### src/shortest_first_sorted_queue_core_assert.svh
// Assertion macros for the shortest-first sorted queue core.
`ifndef SHORTEST_FIRST_SORTED_QUEUE_CORE_ASSERT_SVH
`define SHORTEST_FIRST_SORTED_QUEUE_CORE_ASSERT_SVH

// Same-cycle implication, sampled on clk, off while in reset.
`define SFQ_ASSERT_NOW(label, ante, cons, msg) \
  label: assert property (@(posedge clk) disable iff (!rst_n) (ante) |-> (cons)) \
    else $error(msg);

// Next-cycle implication, sampled on clk, off while in reset.
`define SFQ_ASSERT_NEXT(label, ante, cons, msg) \
  label: assert property (@(posedge clk) disable iff (!rst_n) (ante) |=> (cons)) \
    else $error(msg);

`endif

### src/sfq_pkg.sv
// Shared types and constants for the shortest-first sorted queue.
package sfq_pkg;

  localparam int SFQ_DEPTH    = 64;
  localparam int SFQ_KEY_BITS = 16;
  localparam int SFQ_TAG_BITS = 16;

  typedef enum logic {
    OP_PUSH = 1'b0,
    OP_POP  = 1'b1
  } sfq_op_t;

  typedef enum logic [1:0] {
    ST_OK    = 2'd0,
    ST_FULL  = 2'd1,
    ST_EMPTY = 2'd2
  } sfq_status_t;

  typedef struct packed {
    sfq_op_t     op;
    logic [15:0] key_length;
    logic [15:0] msg_tag;
  } sfq_in_t;

  typedef struct packed {
    sfq_status_t status;
    logic        out_valid;
    logic [15:0] out_length;
    logic [15:0] out_tag;
    logic [6:0]  held_count;
  } sfq_out_t;

  // Per-cycle command broadcast to every cell.
  typedef struct packed {
    logic push;
    logic pop;
  } sfq_ctl_t;

endpackage

### src/sfq_cell.sv
// One slot of the sorted chain: holds an entry, compares and shifts.
module sfq_cell import sfq_pkg::*; #(
  parameter int IDX      = 0,
  parameter int CNT_BITS = 7,
  parameter int KEY_BITS = SFQ_KEY_BITS,
  parameter int TAG_BITS = SFQ_TAG_BITS
) (
  input  logic                clk,
  input  sfq_ctl_t            ctl,
  input  logic [CNT_BITS-1:0] count,
  input  logic [KEY_BITS-1:0] new_key,
  input  logic [TAG_BITS-1:0] new_tag,
  input  logic                left_gt,
  input  logic [KEY_BITS-1:0] left_key,
  input  logic [TAG_BITS-1:0] left_tag,
  input  logic [KEY_BITS-1:0] right_key,
  input  logic [TAG_BITS-1:0] right_tag,
  output logic                gt,
  output logic [KEY_BITS-1:0] key,
  output logic [TAG_BITS-1:0] tag
);

  logic [KEY_BITS-1:0] key_r, key_nxt;
  logic [TAG_BITS-1:0] tag_r, tag_nxt;
  logic                occupied;

  assign occupied = count > CNT_BITS'(IDX);
  // Strictly greater, so a new entry lands after equal keys
  assign gt       = occupied && (key_r > new_key);

  always_comb begin
    key_nxt = key_r;
    tag_nxt = tag_r;
    if (ctl.push) begin
      if (left_gt) begin
        key_nxt = left_key;
        tag_nxt = left_tag;
      end else if (gt || !occupied) begin
        key_nxt = new_key;
        tag_nxt = new_tag;
      end
    end else if (ctl.pop) begin
      key_nxt = right_key;
      tag_nxt = right_tag;
    end
  end

  always_ff @(posedge clk) begin
    key_r <= key_nxt;
    tag_r <= tag_nxt;
  end

  assign key = key_r;
  assign tag = tag_r;

endmodule

### config.mk
export PLATFORM = sky130hd
export DESIGN_NAME = sfq_cell
export DESIGN_NICKNAME = d
export VERILOG_FILES = /design/src/shortest_first_sorted_queue_core_assert.svh /design/src/sfq_pkg.sv /design/src/sfq_cell.sv
export SDC_FILE = /design/constraint.sdc
export NUM_CORES = 1
export LEC_CHECK = 0
export BUFFER_PORTS_ARGS = -buffer_cell sky130_fd_sc_hd__buf_2
export CORE_UTILIZATION = 45
export CTS_BUF_LIST = sky130_fd_sc_hd__clkbuf_16
export CTS_CLUSTER_DIAMETER = 100
export DETAILED_ROUTE_END_ITERATION = 16
export PLACE_DENSITY_LB_ADDON = 0.15
export REMOVE_ABC_BUFFERS = 1
export SETUP_SLACK_MARGIN = 0.15
export SLEW_MARGIN = 40
export SYNTH_ARGS = -nofsm -noshare
export SYNTH_HDL_FRONTEND = slang
export SYNTH_SLANG_ARGS = --single-unit
### constraint.sdc
create_clock -name clk -period 8.5 [get_ports clk]
set_clock_uncertainty 0.05 [all_clocks]
set_input_delay 1.7 -clock clk [delete_from_list [all_inputs] [get_ports clk]]
set_output_delay 1.7 -clock clk [all_outputs]
set_load 0.005 [all_outputs]
==> summary.txt <==
Run status
  • Status: complete, no violations

Setup path
  • CP Capture Type: primary output
  • Worst-path fanout max: 4
  • Startpoint types: primary input
  • Worst Path Arrival: 3.19 ns
  • Setup CP Type: primary input to primary output
  • Worst Path Required: 6.75 ns

CTS
  • Post-CTS sizing: 0
  • Worst-path clk slew: 0.05 ns
  • Post-CTS setup repair buffer count: 0
  • Maximum root-to-sink buffer count: 2
  • CTS tree: done
  • Worst-skew pair later-pin latency: 0.27 ns
  • CTS Root Cell: clkbuf_16
  • # H-tree levels: 2
  • # hold bufs at CTS: 0
  • CTS buffer count: 5
  • CTS sink cnt: 32

Global route
  • Pin count of the biggest net entering global routing: 68
  • Tot GR Track Use: 20.7%
  • Initial antenna violation count: 0
  • Vias in the first global route: 1869
  • First-pass GRT wire length: 7.96 mm
  • Grt ovf: 0

Power and ir drop
  • Comb pwr share: 23.2%
  • PD cells: 162 nW/um2
  • Internal power: 0.358 mW
  • Total Power: 0.478 mW
  • Seq pwr share: 42.7%
  • Leak: 1.50 nW
  • Switching Fraction: 25.1%
  • Max VDD drop: 94.4 uV
  • Clock power share: 34.1%
  • Sw Pwr: 0.120 mW

Synth
  • Synth Instances: 204
  • Cell variety after synth: 23
  • Area leader, netlist: edfxtp_1
  • Post-synth top area share: 46.3%
  • Synth Warn #: 0
  • Synth Cell Area: 2080 um2
  • Post-synthesis sequential area ratio: 46.3%
  • Seq cells post-synth: 32
  • Synth top area cells: edfxtp_1 46%, mux2i_1 15%, a21oi_1 9.6%, ha_1 9.6%, nor2_1 6.3%
  • Synthesized area per cell: 10.2 um2

Final layout
  • Fin area: 2950 um2
  • Diode count: 0
  • Share of cells above drive strength 1: 43.9%
  • Final #Nets: 464
  • Synth-to-layout area growth: 41.9%

Timing
  • Max Fclk: 202 MHz
  • RSZ-0062 raised after global routing: no
  • Hold Slack: 1.25 ns
  • Fin Setup TNS: 0 ns
  • Hold Violations, Final: 0
  • Tmin final: 4.94 ns
  • Tcrit/Tclk final: 58.1%
  • Max-slew violation count: 0
  • Measured slew at the worst slew-check pin: 0.624 ns
  • # setup viols final: 0
  • Relative slew slack: 58.4%

Floorplan
  • Die Height: 69.9 um
  • Die area: 4890 um2
  • Die Span X: 69.9 um
  • Top Ports: 140
  • Row cnt: 24
  • Core Box Area: 4380 um2
  • Initial core utilization: 47.3%

Placement
  • Post-DP HPWL: 3.81 mm
  • Placed cell area: 2810 um2
  • IO Port Bufs: 139
  • GPL Wtd Cong: 0.728

Drt
  • Iteration-0 DRC Markers: 40
  • Initial DRT Pass Iterations: 4
  • Detail Route Antenna Nets: 0
  • Total Wirelength: 4.89 mm
  • DRC Markers: 0
  • DR WL/cell: 12.4 um
  • Vias: 1945
  • Vias per std cell: 4.94

Hold path
  • Hold Path Class: register to register

Flow run
  • # Max-Cap Violations: 0
## cell families after synthesis
logic type               synth area share, %
AND/OR/NAND/NOR                         12.2
buffers and inverters                   5.06
adder cells (fa/ha/maj)                 9.64
flip-flops                              46.3
AO/OA/AOI/OAI                           11.4
multiplexers                            15.4
## power by group through the flow
stage               clock, mW  combinational [mW]  sequential (mW)
finish                  0.163               0.111            0.204
global route            0.172               0.125            0.206
global placement            0               0.110            0.206
detailed placement          0               0.112            0.207
CTS                     0.167               0.113            0.204
floorplan                   0              0.0473            0.209
## cell type report
type	instances	area, um2
Sequential cell	32	961
Fill cell	352	1440
Clock buffer	5	125
Timing Repair Buffer	141	713
Inverter	16	60.1
Multi-Input combinational cell	145	1010
Tap cell	52	65.1
Clock inverter	3	11.3
## critical path, stage by stage
cell	delay (ns)
buf_2	0.09
inv_1	0.04
ha_1	0.30
nand4_2	0.16
nor4_2	0.33
a21bo_1	0.24
nand4_2	0.09
and3_1	0.14
buf_2	0.11
## sequential cells by signal (all words and copies together) (netlist names)
name and flops:
tag 16, key 16
## routing by layer
metal	track usage [%]	part of all wire (%)	up-vias	routed length [um]
met1	22.8	40	838	1960
li1	-	-	1013	-
met4	9.33	1.7	0	84
met3	5.77	8.4	8	413
met5	0	0	-	0
met2	37.0	50	86	2430
## worst paths after layout
| path | start | to | slack, ns | depth (start not counted) |
|---|---|---|---|---|
| setup / recovery | new_key[15] | gt | 3.56 | 9 |
| hold / removal | key[15] | key[2] | 1.25 | 4 |
| setup reg to reg | key[14] | key[10] | 5.76 | 7 |
| hold reg to reg | key[15] | key[2] | 1.25 | 4 |
## per-stage QoR
stage	instances	worst slack (ns)	utilization (%)
2_1_floorplan	193	3.83	-
3_3_place_gp	386	3.59	64.0
3_5_place_dp	386	3.54	64.1
4_1_cts	394	3.53	67.2
5_1_grt	394	3.44	67.2
6_report	394	3.56	67.2
## layout by cell type, fill, tap and decap left out, types with 3 or more instances in the layout
cell type | synthesis | layout
nor2_1 | 35 | 35
edfxtp_1 | 32 | 32
buf_2 | 3 | 138
nor3_1 | 3 | 3
clkbuf_16 | 0 | 5
inv_1 | 16 | 18
ha_1 | 16 | 16
buf_4 | 0 | 3
a21oi_1 | 40 | 40
mux2i_1 | 32 | 32
nand2_1 | 3 | 3
## Yosys cell counts (all sizes together)
cell type	n
nor2b	2
and3	1
and4	1
o211ai	1
edfxtp	32
nand4	4
nor3	3
nor4	2
o21ai	2
a31o	1
ha	16
a21bo	1
nand2	4
a21oi	40
mux2i	32
nor2	35
clkbuf	6
buf	5
inv	16
No activity file was read; power rests on OpenSTA's default activity.
